--- src/hw/rtl/i2cm_pkg.sv ---
package i2cm_pkg;

    localparam int TIMER_BITS_DEF = 16;

    localparam int HP_W    = 16;
    localparam int ATO_W   = 8;
    localparam int BYTE_W  = 8;
    localparam int MODE_W  = 3;
    localparam int BIT_W   = 4;

    localparam logic [HP_W-1:0]  HALF_PERIOD_RST = 16'd5;
    localparam logic [ATO_W-1:0] ACK_TIMEOUT_RST = 8'd250;
    localparam logic [BIT_W-1:0] BITS_PER_BYTE   = 4'd8;

    localparam logic REG_HALF_PERIOD = 1'b0;
    localparam logic REG_ACK_TIMEOUT = 1'b1;

    localparam logic [MODE_W-1:0] MODE_NONE  = 3'd0;
    localparam logic [MODE_W-1:0] MODE_START = 3'd1;
    localparam logic [MODE_W-1:0] MODE_STOP  = 3'd2;
    localparam logic [MODE_W-1:0] MODE_WRITE = 3'd3;
    localparam logic [MODE_W-1:0] MODE_RDACK = 3'd4;
    localparam logic [MODE_W-1:0] MODE_RDNAK = 3'd5;
    localparam logic [MODE_W-1:0] MODE_CHECK = 3'd6;

    typedef enum logic [3:0] {
        PH_IDLE,
        PH_ST_A,
        PH_ST_B,
        PH_SP_A,
        PH_SP_B,
        PH_SP_C,
        PH_WR_LO,
        PH_WR_HI,
        PH_WR_TAIL,
        PH_RD_LO,
        PH_RD_HI,
        PH_AK_LO,
        PH_AK_HI,
        PH_CK_LO,
        PH_CK_HI,
        PH_CK_POLL
    } t_phase;

    typedef struct packed {
        logic              scl_level;
        logic              sda_level;
        logic              sda_drive;
        logic              busy_res;
        logic              done_res;
        logic [BYTE_W-1:0] read_byte;
        logic              ack_ok;
        logic              rejected;
    } t_result;

endpackage

--- src/hw/rtl/i2c_bit_level_master_core.sv ---
// channel     | direction | handshake               | payload
// ------------+-----------+-------------------------+-----------------------------------------
// input item  | in        | i_in_valid / o_in_stall | i_mode, i_write_byte, i_sda_in
// result item | out       | o_out_valid/ i_out_stall| o_scl_level .. o_rejected
// config      | in        | i_cfg_valid/ o_cfg_ready| i_cfg_index, i_cfg_data
//
// one transaction per cycle unless o_in_stall is high: each input item is one bus tick,
// its result is registered (in the skid register if the output stalls)
// the sequencer state and the result are updated in one pass from the registered state
// a two-entry output stage (result register plus skid register) keeps o_in_stall registered;
// input is stalled only while both entries are full
// i_rst_n is synchronous, active low, and puts the bus idle high with SDA driven

module i2c_bit_level_master_core #(
    parameter int TIMER_BITS = i2cm_pkg::TIMER_BITS_DEF
) (
    input  logic        i_clk,
    input  logic        i_rst_n,

    input  logic        i_in_valid,
    output logic        o_in_stall,
    input  logic [2:0]  i_mode,
    input  logic [7:0]  i_write_byte,
    input  logic        i_sda_in,

    output logic        o_out_valid,
    input  logic        i_out_stall,
    output logic        o_scl_level,
    output logic        o_sda_level,
    output logic        o_sda_drive,
    output logic        o_busy_res,
    output logic        o_done_res,
    output logic [7:0]  o_read_byte,
    output logic        o_ack_ok,
    output logic        o_rejected,

    input  logic        i_cfg_valid,
    output logic        o_cfg_ready,
    input  logic        i_cfg_index,
    input  logic [15:0] i_cfg_data
);

    import i2cm_pkg::*;

    logic [HP_W-1:0]       r_half_period;
    logic [ATO_W-1:0]      r_ack_timeout;

    t_phase                r_phase, n_phase;
    logic [MODE_W-1:0]     r_cmd, n_cmd;
    logic [BIT_W-1:0]      r_bit, n_bit;
    logic [TIMER_BITS-1:0] r_timer, n_timer;
    logic [BYTE_W-1:0]     r_shift, n_shift;
    logic [ATO_W-1:0]      r_poll, n_poll;
    logic                  r_scl, n_scl;
    logic                  r_sda, n_sda;
    logic                  r_drv, n_drv;
    logic [BYTE_W-1:0]     r_read, n_read;
    logic                  r_ack, n_ack;
    logic                  n_done;
    logic                  n_rej;

    t_result               r_out, r_skid, w_res;
    logic                  r_out_valid, r_skid_valid;

    logic [HP_W-1:0]       w_hp_m1;
    logic [TIMER_BITS-1:0] w_reload;
    logic                  w_in_acc;
    logic                  w_out_take;
    logic [BIT_W-1:0]      w_bit_inc;
    logic [BYTE_W-1:0]     w_shift_wr;
    logic [BYTE_W-1:0]     w_shift_rd;

    assign w_hp_m1 = (r_half_period == '0) ? '0 : r_half_period - HP_W'(1);

    generate
        if (TIMER_BITS >= HP_W) begin : g_wide_timer
            assign w_reload = TIMER_BITS'(w_hp_m1);
        end else begin : g_narrow_timer
            assign w_reload = ((w_hp_m1 >> TIMER_BITS) != '0) ? '1 : w_hp_m1[TIMER_BITS-1:0];
        end
    endgenerate

    assign w_bit_inc  = r_bit + BIT_W'(1);
    assign w_shift_wr = {r_shift[BYTE_W-2:0], 1'b0};
    assign w_shift_rd = {r_shift[BYTE_W-2:0], i_sda_in};

    always_comb begin
        n_phase = r_phase;
        n_cmd   = r_cmd;
        n_bit   = r_bit;
        n_timer = r_timer;
        n_shift = r_shift;
        n_poll  = r_poll;
        n_scl   = r_scl;
        n_sda   = r_sda;
        n_drv   = r_drv;
        n_read  = r_read;
        n_ack   = r_ack;
        n_done  = 1'b0;
        n_rej   = 1'b0;

        if (r_phase == PH_IDLE) begin
            if (i_mode inside {[MODE_START:MODE_CHECK]}) begin
                n_cmd   = i_mode;
                n_bit   = '0;
                n_timer = w_reload;
                case (i_mode)
                    MODE_START: begin
                        n_phase = PH_ST_A;
                        n_scl = 1'b1; n_sda = 1'b1; n_drv = 1'b1;
                    end
                    MODE_STOP: begin
                        n_phase = PH_SP_A;
                        n_scl = 1'b0; n_sda = 1'b0; n_drv = 1'b1;
                    end
                    MODE_WRITE: begin
                        n_shift = i_write_byte;
                        n_phase = PH_WR_LO;
                        n_scl = 1'b0; n_sda = i_write_byte[BYTE_W-1]; n_drv = 1'b1;
                    end
                    MODE_RDACK, MODE_RDNAK: begin
                        n_shift = '0;
                        n_phase = PH_RD_LO;
                        n_scl = 1'b0; n_sda = 1'b1; n_drv = 1'b0;
                    end
                    default: begin
                        n_poll  = '0;
                        n_phase = PH_CK_LO;
                        n_scl = 1'b0; n_sda = 1'b1; n_drv = 1'b0;
                    end
                endcase
            end
        end else begin
            n_rej = i_mode inside {[MODE_START:MODE_CHECK]};
            if (r_phase == PH_CK_POLL) begin
                if (!i_sda_in) begin
                    n_scl   = 1'b0;
                    n_ack   = 1'b1;
                    n_phase = PH_IDLE;
                    n_timer = '0;
                    n_done  = 1'b1;
                end else if (r_poll >= r_ack_timeout) begin
                    n_phase = PH_SP_A;
                    n_timer = w_reload;
                    n_scl = 1'b0; n_sda = 1'b0; n_drv = 1'b1;
                end else begin
                    n_poll = r_poll + ATO_W'(1);
                end
            end else if (r_timer != '0) begin
                n_timer = r_timer - TIMER_BITS'(1);
            end else begin
                n_timer = w_reload;
                case (r_phase)
                    PH_ST_A: begin
                        n_phase = PH_ST_B;
                        n_scl = 1'b1; n_sda = 1'b0; n_drv = 1'b1;
                    end
                    PH_SP_A: begin
                        n_phase = PH_SP_B;
                        n_scl = 1'b1; n_sda = 1'b0; n_drv = 1'b1;
                    end
                    PH_SP_B: begin
                        n_phase = PH_SP_C;
                        n_scl = 1'b1; n_sda = 1'b1; n_drv = 1'b1;
                    end
                    PH_WR_LO: begin
                        n_phase = PH_WR_HI;
                        n_scl = 1'b1; n_drv = 1'b1;
                    end
                    PH_WR_HI: begin
                        n_phase = PH_WR_TAIL;
                        n_scl = 1'b0; n_drv = 1'b1;
                    end
                    PH_WR_TAIL: begin
                        n_shift = w_shift_wr;
                        n_bit   = w_bit_inc;
                        if (w_bit_inc >= BITS_PER_BYTE) begin
                            n_phase = PH_IDLE;
                            n_timer = '0;
                            n_done  = 1'b1;
                        end else begin
                            n_phase = PH_WR_LO;
                            n_scl = 1'b0; n_sda = w_shift_wr[BYTE_W-1]; n_drv = 1'b1;
                        end
                    end
                    PH_RD_LO: begin
                        n_phase = PH_RD_HI;
                        n_shift = w_shift_rd;
                        n_scl = 1'b1; n_sda = 1'b1; n_drv = 1'b0;
                    end
                    PH_RD_HI: begin
                        n_bit = w_bit_inc;
                        if (w_bit_inc >= BITS_PER_BYTE) begin
                            n_read  = r_shift;
                            n_phase = PH_AK_LO;
                            n_scl = 1'b0; n_sda = (r_cmd == MODE_RDNAK); n_drv = 1'b1;
                        end else begin
                            n_phase = PH_RD_LO;
                            n_scl = 1'b0; n_sda = 1'b1; n_drv = 1'b0;
                        end
                    end
                    PH_AK_LO: begin
                        n_phase = PH_AK_HI;
                        n_scl = 1'b1; n_drv = 1'b1;
                    end
                    PH_CK_LO: begin
                        n_phase = PH_CK_HI;
                        n_scl = 1'b1; n_sda = 1'b1; n_drv = 1'b0;
                    end
                    PH_CK_HI: begin
                        n_phase = PH_CK_POLL;
                        n_timer = r_timer;
                    end
                    PH_ST_B, PH_AK_HI: begin
                        n_scl   = 1'b0;
                        n_phase = PH_IDLE;
                        n_timer = '0;
                        n_done  = 1'b1;
                    end
                    PH_SP_C: begin
                        if (r_cmd == MODE_CHECK) begin
                            n_ack = 1'b0;
                        end
                        n_phase = PH_IDLE;
                        n_timer = '0;
                        n_done  = 1'b1;
                    end
                    default: begin
                        n_phase = PH_IDLE;
                        n_timer = '0;
                        n_done  = 1'b1;
                    end
                endcase
            end
        end

        w_res.scl_level = n_scl;
        w_res.sda_level = n_sda;
        w_res.sda_drive = n_drv;
        w_res.busy_res  = (n_phase != PH_IDLE);
        w_res.done_res  = n_done;
        w_res.read_byte = n_read;
        w_res.ack_ok    = n_ack;
        w_res.rejected  = n_rej;
    end

    assign o_in_stall  = r_skid_valid;
    assign w_in_acc    = i_in_valid && !r_skid_valid;
    assign w_out_take  = r_out_valid && !i_out_stall;
    assign o_cfg_ready = 1'b1;

    always_ff @(posedge i_clk) begin
        if (!i_rst_n) begin
            r_half_period <= HALF_PERIOD_RST;
            r_ack_timeout <= ACK_TIMEOUT_RST;
        end else if (i_cfg_valid && o_cfg_ready) begin
            case (i_cfg_index)
                REG_HALF_PERIOD: r_half_period <= i_cfg_data;
                REG_ACK_TIMEOUT: r_ack_timeout <= i_cfg_data[ATO_W-1:0];
                default: ;
            endcase
        end
    end

    always_ff @(posedge i_clk) begin
        if (!i_rst_n) begin
            r_phase <= PH_IDLE;
            r_cmd   <= '0;
            r_bit   <= '0;
            r_timer <= '0;
            r_shift <= '0;
            r_poll  <= '0;
            r_scl   <= 1'b1;
            r_sda   <= 1'b1;
            r_drv   <= 1'b1;
            r_read  <= '0;
            r_ack   <= 1'b0;
        end else if (w_in_acc) begin
            r_phase <= n_phase;
            r_cmd   <= n_cmd;
            r_bit   <= n_bit;
            r_timer <= n_timer;
            r_shift <= n_shift;
            r_poll  <= n_poll;
            r_scl   <= n_scl;
            r_sda   <= n_sda;
            r_drv   <= n_drv;
            r_read  <= n_read;
            r_ack   <= n_ack;
        end
    end

    always_ff @(posedge i_clk) begin
        if (!i_rst_n) begin
            r_out_valid  <= 1'b0;
            r_skid_valid <= 1'b0;
        end else if (!r_out_valid || w_out_take) begin
            r_out_valid  <= r_skid_valid || w_in_acc;
            r_skid_valid <= 1'b0;
        end else if (w_in_acc) begin
            r_skid_valid <= 1'b1;
        end
    end

    always_ff @(posedge i_clk) begin
        if (!r_out_valid || w_out_take) begin
            r_out <= r_skid_valid ? r_skid : w_res;
        end
        if (r_out_valid && !w_out_take && w_in_acc) begin
            r_skid <= w_res;
        end
    end

    assign o_out_valid = r_out_valid;
    assign o_scl_level = r_out.scl_level;
    assign o_sda_level = r_out.sda_level;
    assign o_sda_drive = r_out.sda_drive;
    assign o_busy_res  = r_out.busy_res;
    assign o_done_res  = r_out.done_res;
    assign o_read_byte = r_out.read_byte;
    assign o_ack_ok    = r_out.ack_ok;
    assign o_rejected  = r_out.rejected;

    a_idle_timer_clear: assert property (@(posedge i_clk) disable iff (!i_rst_n)
        (r_phase == PH_IDLE) |-> (r_timer == '0))
        else $error("phase timer not cleared in idle");

    a_bit_range: assert property (@(posedge i_clk) disable iff (!i_rst_n)
        r_bit <= BITS_PER_BYTE)
        else $error("bit index out of range");

    a_sda_released: assert property (@(posedge i_clk) disable iff (!i_rst_n)
        (r_phase == PH_RD_LO || r_phase == PH_RD_HI || r_phase == PH_CK_LO ||
         r_phase == PH_CK_HI || r_phase == PH_CK_POLL) |-> (!r_drv && r_sda))
        else $error("sda driven while sampling");

    a_skid_order: assert property (@(posedge i_clk) disable iff (!i_rst_n)
        r_skid_valid |-> r_out_valid)
        else $error("skid entry held without output entry");

    a_done_idle: assert property (@(posedge i_clk) disable iff (!i_rst_n)
        (w_in_acc && n_done) |=> (r_phase == PH_IDLE))
        else $error("command finished but sequencer not idle");

endmodule

--- config.mk ---
export PLATFORM = sky130hd
export DESIGN_NAME = i2c_bit_level_master_core
export DESIGN_NICKNAME = d
export VERILOG_FILES = /design/src/hw/rtl/i2cm_pkg.sv /design/src/hw/rtl/i2c_bit_level_master_core.sv
export SDC_FILE = /design/constraint.sdc
export NUM_CORES = 1
export LEC_CHECK = 0
export ABC_AREA = 1
export BUFFER_PORTS_ARGS = -buffer_cell sky130_fd_sc_hd__buf_2
export CAP_MARGIN = 20
export CELL_PAD_IN_SITES_DETAIL_PLACEMENT = 1
export CELL_PAD_IN_SITES_GLOBAL_PLACEMENT = 1
export CORE_ASPECT_RATIO = 0.8
export CORE_MARGIN = 3
export CORE_UTILIZATION = 40
export CTS_BUF_LIST = sky130_fd_sc_hd__clkbuf_2
export DETAILED_ROUTE_END_ITERATION = 12
export MAX_ROUTING_LAYER = met4
export PLACE_DENSITY = 0.74
export SLEW_MARGIN = 5
export SYNTH_ARGS = -nofsm -noshare
export SYNTH_HDL_FRONTEND = slang
export SYNTH_SLANG_ARGS = --single-unit
--- constraint.sdc ---
create_clock -name i_clk -period 2.7 [get_ports i_clk]
set_input_delay 0.27 -clock i_clk [delete_from_list [all_inputs] [get_ports i_clk]]
set_output_delay 0.27 -clock i_clk [all_outputs]
set_load 0.01 [all_outputs]
======== Yosys cells after proc, flatten, opt, wreduce, memory -nomap -nowiden ========
Cells that the tools add are included.
operators by class
  bitwise logic cells ..................... 2
  reduce and logical (&&, ||, !) cells .... 39
  magnitude comparators ................... 4
  $add $sub $neg .......................... 4
  mux-type cells .......................... 83
  equality and inequality tests ........... 30
operator list
  kind                                                  count
  two-way mux 16 bit                                    8
  two-way mux 8 bit                                     15
  one-hot mux 16 bit (3 select lines)                   1
  two-way mux 4 bit                                     11
  one-hot mux 4 bit (11 select lines)                   1
  two-way mux 1 bit                                     36
  equality test 4 bit (second input constant)           8
  one-hot mux 8 bit (2 select lines)                    2
  subtractor 16 x 1 -> 16 bit (second input constant)   2
  equality test 4 x 3 -> 1 bit (second input constant)  4
  zero test 16 bit                                      1
  one-hot mux 4 bit (4 select lines)                    1
  nonzero test 16 bit                                   1
  two-way mux 15 bit                                    1
  equality test 3 bit (second input constant)           4
  AND reduction 6 bit                                   2
  OR reduction 10 bit                                   1
  OR reduction 2 bit                                    5
  OR reduction 9 bit                                    1
  adder 8 x 1 -> 8 bit (second input constant)          1
  equality test 4 x 2 -> 1 bit (second input constant)  2
  >= comparator 8 bit                                   1
  inequality test 2 bit (second input constant)         4
  one-hot mux 1 bit (4 select lines)                    2
  other kinds (32)                                      47
storage, ports and cells
  bits in registers ....................... 111
  output and inout bits ................... 18
  input port bits ......................... 34

======== Logic depth before layout (Yosys ltp) ========
Gate-level depths: netlist of the first run.
  depth in word-level cells ............... 9
  mapped depth ............................ 15

======== Worst setup path after synthesis of the first run ========
Ideal clock, no wire load.
  kind .................................... register to register
  start point ............................. register r_skid_valid (netlist: o_in_stall)
  end point ............................... register r_skid[0] (netlist bit), enable pin
  arrival ................................. 1518 ps
  clock period less this slack ............ 1904 ps
  slack ................................... 796 ps
  cell stages (with the launch flop) ...... 5
  library setup time ...................... 386 ps
  required time ........................... 2314 ps
  cells stage by stage .................... dfxtp_1 -> nor2_4 -> inv_1 -> clkbuf_1 -> nor2_1
on the way
  word-level cells in the longest chain between the ends .. 3
RTL lines
  what                    RTL line                          text
  from (decl)             i2c_bit_level_master_core.sv:63   logic r_out_valid, r_skid_valid;
  from (signal assigned)  i2c_bit_level_master_core.sv:296  r_skid_valid <= 1'b0;
  from (signal assigned)  i2c_bit_level_master_core.sv:299  r_skid_valid <= 1'b0;
  from (signal assigned)  i2c_bit_level_master_core.sv:301  r_skid_valid <= 1'b1;
  zero test 1 bit         i2c_bit_level_master_core.sv:248  assign w_in_acc = i_in_valid && !r_skid_valid;
  logical AND 1 bit       i2c_bit_level_master_core.sv:248
  logical AND 1 bit       i2c_bit_level_master_core.sv:309  if (r_out_valid && !w_out_take && w_in_acc) begin
  to (signal assigned)    i2c_bit_level_master_core.sv:310  r_skid <= w_res;
  to (decl)               i2c_bit_level_master_core.sv:62   t_result r_out, r_skid, w_res;
Every way passes these cells.
A chain may end at the register's enable or synchronous reset.

==> results of run 1 <==
## cell usage after synthesis (2+ instances only)
cell / instances / share of area, %
o21ai_0: 87 / 7.0
nand3_1: 46 / 3.7
clkinv_1: 2 / 0.12
nor2_1: 87 / 5.2
or2_2: 9 / 0.90
nand4_1: 10 / 1.0
dfxtp_1: 81 / 26
nor2_4: 6 / 1.1
buf_2: 3 / 0.24
a211oi_1: 2 / 0.24
buf_6: 6 / 1.1
nand2_2: 7 / 0.70
inv_1: 95 / 5.7
xnor2_1: 6 / 0.84
nor2_2: 7 / 0.70
xor2_1: 22 / 3.1
nand2_4: 2 / 0.36
clkbuf_1: 16 / 0.96
nand4_4: 2 / 0.68
o211ai_1: 13 / 1.6
nand3_2: 2 / 0.32
ha_1: 13 / 2.6
a21oi_1: 63 / 5.1
a31oi_1: 3 / 0.30
nor3_1: 9 / 0.72
buf_4: 2 / 0.24
nand2_1: 177 / 11
o21ai_1: 14 / 1.1
edfxtp_1: 30 / 14
inv_2: 13 / 0.78
o21ai_2: 4 / 0.56
## registers in the layout (all words and copies together), names as in the netlist, 3 cells and up
name and flops:
r_phase 4, r_bit 4, o_read_byte 8, r_skid 15
r_timer 16, r_half_period 16, r_cmd 3, r_shift 8
r_read 8, r_ack_timeout 8, r_poll 8
## cell usage in the layout, fill, tap and decap left out, types with 3 or more instances in the layout
master / Yosys / final
a21oi_1: 63 / 63
a31oi_1: 3 / 3
buf_2: 3 / 50
buf_4: 2 / 9
clkbuf_2: 0 / 9
dfxtp_1: 81 / 81
dlygate4sd3_1: 0 / 25
edfxtp_1: 30 / 30
ha_1: 13 / 13
inv_1: 95 / 95
inv_2: 13 / 12
inv_6: 0 / 5
nand2_1: 177 / 177
nand2_2: 7 / 7
nand3_1: 46 / 46
nand4_1: 10 / 10
nor2_1: 87 / 87
nor2_2: 7 / 7
nor2_4: 6 / 6
nor3_1: 9 / 9
o211ai_1: 13 / 13
o21ai_0: 87 / 87
o21ai_1: 14 / 14
o21ai_2: 4 / 4
or2_2: 9 / 9
xnor2_1: 6 / 6
xor2_1: 22 / 22
## metal layers
layer / GRT usage, % / wire (µm)
met1: 31.43 / 9462
met2: 35.42 / 8654
met3: 3.618 / 550
met4: 5.516 / 301
met5: - / 0
## timing repair
item	in CTS	in global routing
buffers inserted	0	1
setup endpoints to repair	0	2
resized for setup	0	2
hold buffers	25	0
hold endpoints to repair	32	0
## cells by family (layout without fill, tap and decap cells)
kind of cell               count (synthesis)  count (layout)
DFF                                      111             111
other                                      1               1
adders and majority gates                 13              13
and+or+nand+nor                          368             368
AOI/OAI and AO/OA                        195             195
xor gates and xnor gates                  28              28
buffers and inverters                    139             212
## power breakdown
group	total, µW	internal [µW]	switching, µW
registers	1950	1860	92.0
clock network	868	242	626
logic	1070	353	721
## layout make-up
class / count / area [µm²]
Multi-Input combinational cell: 605 / 3129
Sequential cell: 111 / 2522
Clock inverter: 7 / 85.08
Clock buffer: 9 / 45.04
Fill cell: 1990 / 8075
Inverter: 112 / 426.7
Tap cell: 210 / 262.8
Timing Repair Buffer: 84 / 568.0
## per-stage QoR
stage                     util [%]  std cells  setup WS, ns  cell area (µm²)  total power [µW]
after floorplan                  -        855        0.7957             6233              2704
after global placement       43.99       1096        0.3908             6649              2967
after detailed placement     43.99       1096        0.2797             6649              3006
after CTS                    46.51       1137        0.2632             7029              3908
after global routing         46.57       1138        0.1527             7039              4140
final                        46.57       1138        0.3987             7039              3894
## path summary, 6_finish.rpt
kind / start / to / slack (ns) / cells past startpoint
max reg2reg: r_phase[3]$_SDFFE_PN0P_ / o_busy_res$_DFFE_PP_ / 0.40 / 11
min reg2reg: r_shift[7]$_SDFFE_PN0P_ / r_shift[7]$_SDFFE_PN0P_ / 0.48 / 2
max: r_phase[3]$_SDFFE_PN0P_ / o_busy_res$_DFFE_PP_ / 0.40 / 11
min: i_write_byte[4] / r_shift[4]$_SDFFE_PN0P_ / 0.04 / 5
## worst reg2reg max path, delay by kind of cell, from the launching register on
family | cells | cell delay, ns
buffers and inverters | 2 | 0.30
AND/OR/NAND/NOR | 9 | 1.20
flip-flops | 1 | 0.59
==> impl_metrics.ini, run 1 <==
[run_status]
status = completed

[sta]
tightest_slew_ns = 0.6386
rsz0062_at_grt = false
hold_violations = 0
finalMaxSlewViolations = 0
fin_worst_skew_ns = 0.04273
fin_crit_ns = 2.301
relSlewSlack_pct = 57.38
final-setup-viol-count = 0
finalCritPeriodShare_pct = 85.23
holdWs_ns = 0.03633
fmax_mhz = 434.5
fin_tns_setup_ns = 0

[grt]
grt_start_max_net_pins = 56
antenna_found_initial = 0
grt_overflow = 0
grt_pass1_wl_mm = 31.24
grt_pass1_vias = 6045
track_usage_pct = 22.81

[critical_path]
worstPathCellList = nor2_1, nand2_2, inv_4, nand2_1, inv_1, nand2_1, nand4_1, nor2_1, nand2_1, nand2_1, nand2_1
arrival_ns = 2.73
crit_family = simple AND/OR/NAND/NOR gates
crit_path_start_kind = flop
crit_type = reg2reg
crit_buf_inv = 2
cpMostUsedCell = nand2_1
crit_path_end_kind = flop
max_stage_delay_ns = 0.59
cpMaxStageDelayCell = dfxtp_1
cp_data_required_time_ns = 3.13
worstPathMaxFanout = 27

[yosys]
yosys.cell_types.count = 47
muxShareOfSynthArea_pct = 0
syn_nets = 902
synthXorXnorAreaFrac_pct = 3.934
ys_seq_elements = 111
synth-edff-count = 30
synth_flop_cell = dfxtp_1
synth-async-reset-ratio_pct = 0
synth_top_family_by_area = simple AND/OR/NAND/NOR gates
synth-adder-area-share_pct = 2.609
netlist_area_um2 = 6233
synth.avg_cell_area_um2 = 7.291
yosys.area_share.simple_pct = 26.62
syn_inst = 855
synth_warnings = 0
synth_compound_area_share_pct = 16.98
ys_seq_area_share_pct = 40.47

[clock_tree]
cts_tree = built
insertion_delay_ns = 0.65
h-tree-depth = 3
cts_root_buf = clkbuf_2
clk_pin_slew_worst_paths_ns = 0.34
cts_buffer_depth = 2
cts_buffers = 9
clock_sinks = 111

[final_layout]
final_net_count = 970
layout-drive-gt1-share_pct = 14.12
n_antenna_cell = 0
syn_to_final_growth_pct = 12.93

[place]
io_buffers = 50
gp_congestion = 0.9474
hpwl_mm = 14.12

[detailed_routing]
totalWireLength_mm = 18.97
wl_per_cell_um = 16.67
drt_iter0_drc = 357
viasPerCell = 5.249
drc = 0
first_pass_iters = 5
ant_nets = 0
vias = 5973

[hold_path]
min-delay-path-class = in2reg

[floorplan]
rows = 40
num_io_pins = 52
initial_core_util_pct = 41.24
core_um2 = 15110
die_h_um = 117.7
die_w_um = 145.6
die_area_um2 = 17130

[pwr]
p_leak_uw = 0.003258
vdd.ir_drop.worst_mv = 0.2996
pwr_density_cell_nw_per_um2 = 553.2

[run]
maxCapViolCount = 0
No activity file was read; power rests on OpenSTA's default activity.
==> inputs of run 2 (changes only) <==
- ABC_AREA: 1 -> not set
- PLACE_DENSITY: 0.74 -> 0.71
==> run 2 against run 1 <==
  * Clock-buffer cell count is the same
  * Final area up 4.2%
  * Cell count decreased by 12%
  * Sequential cell count stayed put
  * Clock power down 1%
  * Largest cell class unchanged
  * Register-to-register slack worse by 0.34 ns
  * Largest power group unchanged
==> impl_metrics.ini, run 2 <==
[run_status]
status = completed

[yosys]
synth_top_cell_by_area = dfxtp_1
yosysMostFrequentCell = nand2_1
synth-async-reset-ratio_pct = 0
synth-edff-count = 30
synth_flop_cell = dfxtp_1
syn_nets = 758
ys_seq_elements = 111
synth_warnings = 0
yosys.cell_types.count = 72
ys_top_cells_by_area = dfxtp_1 (26%), edfxtp_1 (15%), nand2_1 (5.7%)
netlist_area_um2 = 6140
synth_top_cell_area_share_pct = 26.41
synth.avg_cell_area_um2 = 8.635
ys_seq_area_share_pct = 41.08
yosys-top-cells-count = nand2_1 (94), dfxtp_1 (81), a21oi_1 (63)
syn_inst = 711

[floorplan]
initial_core_util_pct = 41.94
num_io_pins = 52
core_um2 = 14640
rows = 39
die_h_um = 116.8
die_area_um2 = 16880
die_w_um = 144.5

[critical_path]
reg2reg_to = o_sda_level$_DFFE_PP_
worstPathMaxFanout = 5
crit_type = reg2reg
max_stage_delay_ns = 0.56
crit_path_end_kind = flop
r2r_cells = 8
worstPathCellList = inv_1, ha_1, nand2b_1, a2111oi_1, o31ai_1, o22ai_1, a311o_1, mux2_2
cp_data_required_time_ns = 3.20
timing.rr.start = r_poll[0]$_SDFFE_PN0P_
crit_path_start_kind = flop
arrival_ns = 3.14
cpMaxStageDelayCell = o31ai_1
r2r_slack_ns = 0.06

[detailed_routing]
drc = 0
viasPerCell = 5.872
ant_nets = 0
totalWireLength_mm = 20.33
drt_iter0_drc = 426
first_pass_iters = 5
wl_per_cell_um = 20.31
vias = 5878

[sta]
fin_crit_ns = 2.641
fmax_mhz = 378.6
finalMaxSlewViolations = 0
hold_violations = 0
final-setup-viol-count = 0
finalCritPeriodShare_pct = 97.83
tightest_slew_ns = 0.7111
rsz0062_at_grt = true
relSlewSlack_pct = 52.57
fin_tns_setup_ns = 0
fin_worst_skew_ns = 0.04120

[grt]
grtUsageMet2_pct = 38.07
met3_usage_pct = 4.793
antenna_found_initial = 0
grt_pass1_vias = 5949
top_usage_layer = met2
met1_usage_pct = 35.53
grt_start_max_net_pins = 34
grt_overflow = 0
track_usage_pct = 25.11
grt_pass1_wl_mm = 32.48

[final_layout]
regArea_um2 = 2524
final_net_count = 859
multi_input_area_um2 = 3382
syn_to_final_growth_pct = 19.52
top_regs = r_half_period (16), r_timer (16), r_skid (15)
final_common_cell = nand2_1
nFillCells = 1776
finalInstanceArea_um2 = 7338
layout-drive-gt1-share_pct = 19.34
utilization_pct = 50.13
final_cell_mix = nand2_1 (94), dfxtp_1 (80), a21oi_1 (63), nor2_1 (59), buf_4 (51)
n_antenna_cell = 0

[run]
maxCapViolCount = 0

[clock_tree]
cts_tree = built
cts_buffers = 9
h-tree-depth = 3
clock_sinks = 111
clk_pin_slew_worst_paths_ns = 0.38
insertion_delay_ns = 0.69
cts_root_buf = clkbuf_2
cts_buffer_depth = 2

[place]
placed_area_um2 = 6813
hpwl_mm = 14.84
io_buffers = 50
gp_congestion = 0.8855

[pwr]
total_power_uw = 4052
pwr_density_cell_nw_per_um2 = 552.1
p_leak_uw = 0.002946
vdd.ir_drop.worst_mv = 0.2361

[hold_path]
hold_end = o_scl_level$_DFFE_PP_
hp-start = i_out_stall
min_path_cells = 3
min-delay-path-class = in2reg
==> run 2: cell types whose count changed in the layout (fill, tap and decap cells not counted), sizes merged, moves of 9 or more <==
cell         change
a211oi          +10
inv             -92
mux2i           +16
buf             +43
nand2           -91
nor4            +10
mux2            +22
dlygate4sd3      +9
xor2            -12
nand3           -29
nor2            -41
o21ai           -71
==> run 2: worst max-delay path: cells and delay by family, from the launching register on <==
kind                       cells  cell delay (ns)
AOI/OAI and AO/OA              4             1.26
adders and majority gates      1             0.27
buffers and inverters          1             0.07
DFF                            1             0.48
muxes                          1             0.31
and+or+nand+nor                1             0.10
==> run 2: how the worst max path moves through the flow <==
stage | start | endpoint | slack (ns) | cells after the start
finish | r_poll[0]$_SDFFE_PN0P_ | o_sda_level$_DFFE_PP_ | 0.06 | 8
global route | r_poll[0]$_SDFFE_PN0P_ | o_sda_level$_DFFE_PP_ | -0.01 | 8
detailed placement | r_poll[0]$_SDFFE_PN0P_ | r_poll[7]$_SDFFE_PN0P_ | 0.06 | 8
global placement | r_poll[0]$_SDFFE_PN0P_ | o_sda_level$_DFFE_PP_ | 0.11 | 8
floorplan | r_timer[0]$_SDFFE_PN0P_ | o_read_byte[6]$_DFFE_PP_ | 0.07 | 7
CTS | r_poll[0]$_SDFFE_PN0P_ | r_poll[7]$_SDFFE_PN0P_ | 0.05 | 8
==> run 2: final cells by class <==
class | count | share of cell area [%]
multi-input cells | 533 | 46.09
flip-flops and latches | 111 | 34.39
repair buffers | 136 | 13.42
well taps | 184 | 3.137
clock inverters | 7 | 1.279
inverters | 21 | 1.074
clock buffers | 9 | 0.6138
==> run 2: cells by family (layout without fill, tap and decap cells) <==
| kind of cell | Yosys count | count (layout) | synth area share [%] |
|---|---|---|---|
| AOI/OAI and AO/OA | 197 | 197 | 20.81 |
| xor gates and xnor gates | 22 | 22 | 3.138 |
| and+or+nand+nor | 262 | 262 | 21.26 |
| DFF | 111 | 111 | 41.08 |
| muxes | 38 | 38 | 6.644 |
| buffers and inverters | 67 | 173 | 4.361 |
| other | 1 | 1 | 0.06108 |
| adders and majority gates | 13 | 13 | 2.649 |
==> run 2: per-stage QoR <==
stage	setup slack (ns)	hold slack, ns	instances
floorplan	0.06835	0.3940	711
global placement	0.1098	0.4537	949
detailed placement	0.06460	0.4547	949
CTS	0.04820	0.01250	999
global route	-0.01011	0.03817	1001
finish	0.05855	0.05727	1001
==> run 2: metal layers <==
layer / wire length [µm] / vias up / part of all wire, %
met5: 0 / - / 0
met4: 231 / 0 / 1.1
met3: 911 / 18 / 4.5
met2: 9136 / 136 / 45
met1: 10060 / 2918 / 49
li1: - / 2806 / -
==> run 2: where the power goes <==
group	total (µW)	switching, µW	internal [µW]	leakage, µW
logic	1250	732	519	0.00190
clock network	855	683	172	0.0000801
registers	1950	110	1840	0.000962
==> run 2: timing repair <==
item                                    4_1_cts  5_1_grt
endpoints found under the setup margin        0       24
hold buffers                                 34        0
hold endpoints to repair                     36        0
gates resized for setup                       0        8
buffers inserted                              0        2
==> inputs of run 3 (changes only) <==
- CORE_ASPECT_RATIO: 0.8 -> not set
==> run 3 against run 2 <==
  * Combinational power about the same
  * Cell count decreased by 0.30%
  * Routed wire length decreased by 1.6%
  * Final area increased by 0.73%
  * Core utilization about the same
  * Sequential cell count unchanged
  * Via count decreased by 0.19%
  * Global-route usage decreased by 0.15 points
==> impl_metrics.ini, run 3 (synthesis gave the netlist of run 2 again) <==
[sta]
fmax_mhz = 383.9
final-setup-viol-count = 0
hold_violations = 0
finalCritPeriodShare_pct = 96.48
fin_worst_skew_ns = 0.03224
holdWs_ns = 0.09492
fin_crit_ns = 2.605
tightest_slew_ns = 0.6703
finalMaxSlewViolations = 0
relSlewSlack_pct = 55.29

[place]
placed_area_um2 = 6745
placed_cells = 940
hpwl_mm = 14.28
gp_congestion = 0.8964
io_buffers = 50

[critical_path]
crit_start = r_timer[0]$_SDFFE_PN0P_
crit_path_start_kind = flop
arrival_ns = 3.10
r2r_slack_ns = 0.1
timing.rr.start = r_timer[0]$_SDFFE_PN0P_
crit_path_end_kind = flop
worstPathMaxFanout = 9
cp_data_required_time_ns = 3.19
crit_type = reg2reg

[final_layout]
final_cell_mix = nand2_1 (94), dfxtp_1 (76), a21oi_1 (63), nor2_1 (59), buf_2 (50)
syn_to_final_growth_pct = 20.40
finalInstanceArea_um2 = 7392
final_net_count = 855
final_common_cell = nand2_1
top_regs = r_half_period (16), r_timer (16), r_skid (15)
stdcell_count = 998
layout-drive-gt1-share_pct = 19.68

[detailed_routing]
first_pass_iters = 4
wl_per_cell_um = 20.05
drt_iter0_drc = 297
vias = 5867
totalWireLength_mm = 20.01
ant_nets = 0
drc = 0
viasPerCell = 5.879

[grt]
grt_start_max_net_pins = 34
grt_pass1_wl_mm = 32.33
grt_pass1_vias = 6102
antenna_found_initial = 1
grt_overflow = 0
track_usage_pct = 24.96

[floorplan]
die_area_um2 = 16870
die_w_um = 129.9
die_h_um = 129.9
rows = 44
num_io_pins = 52
initial_core_util_pct = 41.61
core_um2 = 14750

[clock_tree]
clk_pin_slew_worst_paths_ns = 0.34
cts_buffers = 9
cts_tree = built
cts_root_buf = clkbuf_2
h-tree-depth = 3
cts_buffer_depth = 2
insertion_delay_ns = 0.67
clock_sinks = 111

[run_status]
status = completed

[run]
maxCapViolCount = 0

[hold_path]
hp-start = i_out_stall
min-delay-path-class = in2reg

[pwr]
vdd.ir_drop.worst_mv = 0.2755
total_power_uw = 4161
power_frac_seq_pct = 47.0
p_sw_uw = 1473
p_int_uw = 2688
comb_power_share_pct = 29.4
pwr_density_cell_nw_per_um2 = 562.9
clkPwrFrac_pct = 23.6
swShare_pct = 35.40
p_leak_uw = 0.002941
## run 3: cell types whose count changed in the layout (fill, tap and decap cells not counted), moves of 2 or more
cell       delta
inv_6         -2
buf_4         -5
bufinv_16     +2
dfxtp_2       +4
dfxtp_1       -4
## run 3: path summary, 6_finish.rpt
kind | endpoint | cells past startpoint
setup / recovery | o_read_byte[1]$_DFFE_PP_ | 8
hold / removal | o_read_byte[4]$_DFFE_PP_ | 3
setup reg to reg | o_read_byte[1]$_DFFE_PP_ | 8
hold reg to reg | r_ack_timeout[2]$_SDFFE_PN0P_ | 2
## run 3: metrics by stage
stage                      TNS [ns]  setup slack [ns]  util [%]
after floorplan                   0           0.06835         -
after global placement     -0.03669          -0.01909     45.72
after detailed placement    -0.8444           -0.1521     45.72
after CTS                         0           0.03217     49.46
after global routing      -0.001967         -0.001417     50.10
final                             0           0.09512     50.10
## run 3: power by group through the flow
stage / clock [µW] / sequential (µW) / combinational [µW]
after detailed placement: 0 / 1980 / 1110
after CTS: 1010 / 1950 / 1170
final: 983 / 1960 / 1220
after floorplan: 0 / 1950 / 717
after global routing: 1070 / 1970 / 1340
after global placement: 0 / 1970 / 1080
## run 3: worst max-delay path: stages (launching register included)
cell     delay [ns]
dfxtp_2        0.42
inv_1          0.08
ha_1           0.20
nor3b_4        0.31
nand4_4        0.17
nor4_4         0.36
buf_4          0.25
mux2_2         0.36
mux2_2         0.27
## run 3: metal layers
metal  wire length, µm  global-route usage, %  vias to the layer above
met5                 0                      -                        -
met4               540                  8.130                        0
met3               533                  3.807                       36
met2             10300                  43.19                      113
met1              8642                  29.84                     2921
li1                  -                      -                     2797
## run 3: layout make-up
cell class                 count  area (µm²)
antenna                        1       2.502
clock buffer                   9       45.04
clock inverter                 7       127.6
fill                        1712        7362
inverter                      21       78.83
multi-input combinational    534        3433
sequential                   111        2529
tap                          184       230.2
timing repair buffer         131       945.9
## run 3: what timing repair did
item                                    4_1_cts  5_1_grt
pin swaps                                     1        5
hold buffers                                 35        0
endpoints found under the setup margin       15       34
gates resized for setup                       5       15
setup buffers                                 1        4
hold endpoints to repair                     36        0
cloned                                        0        1
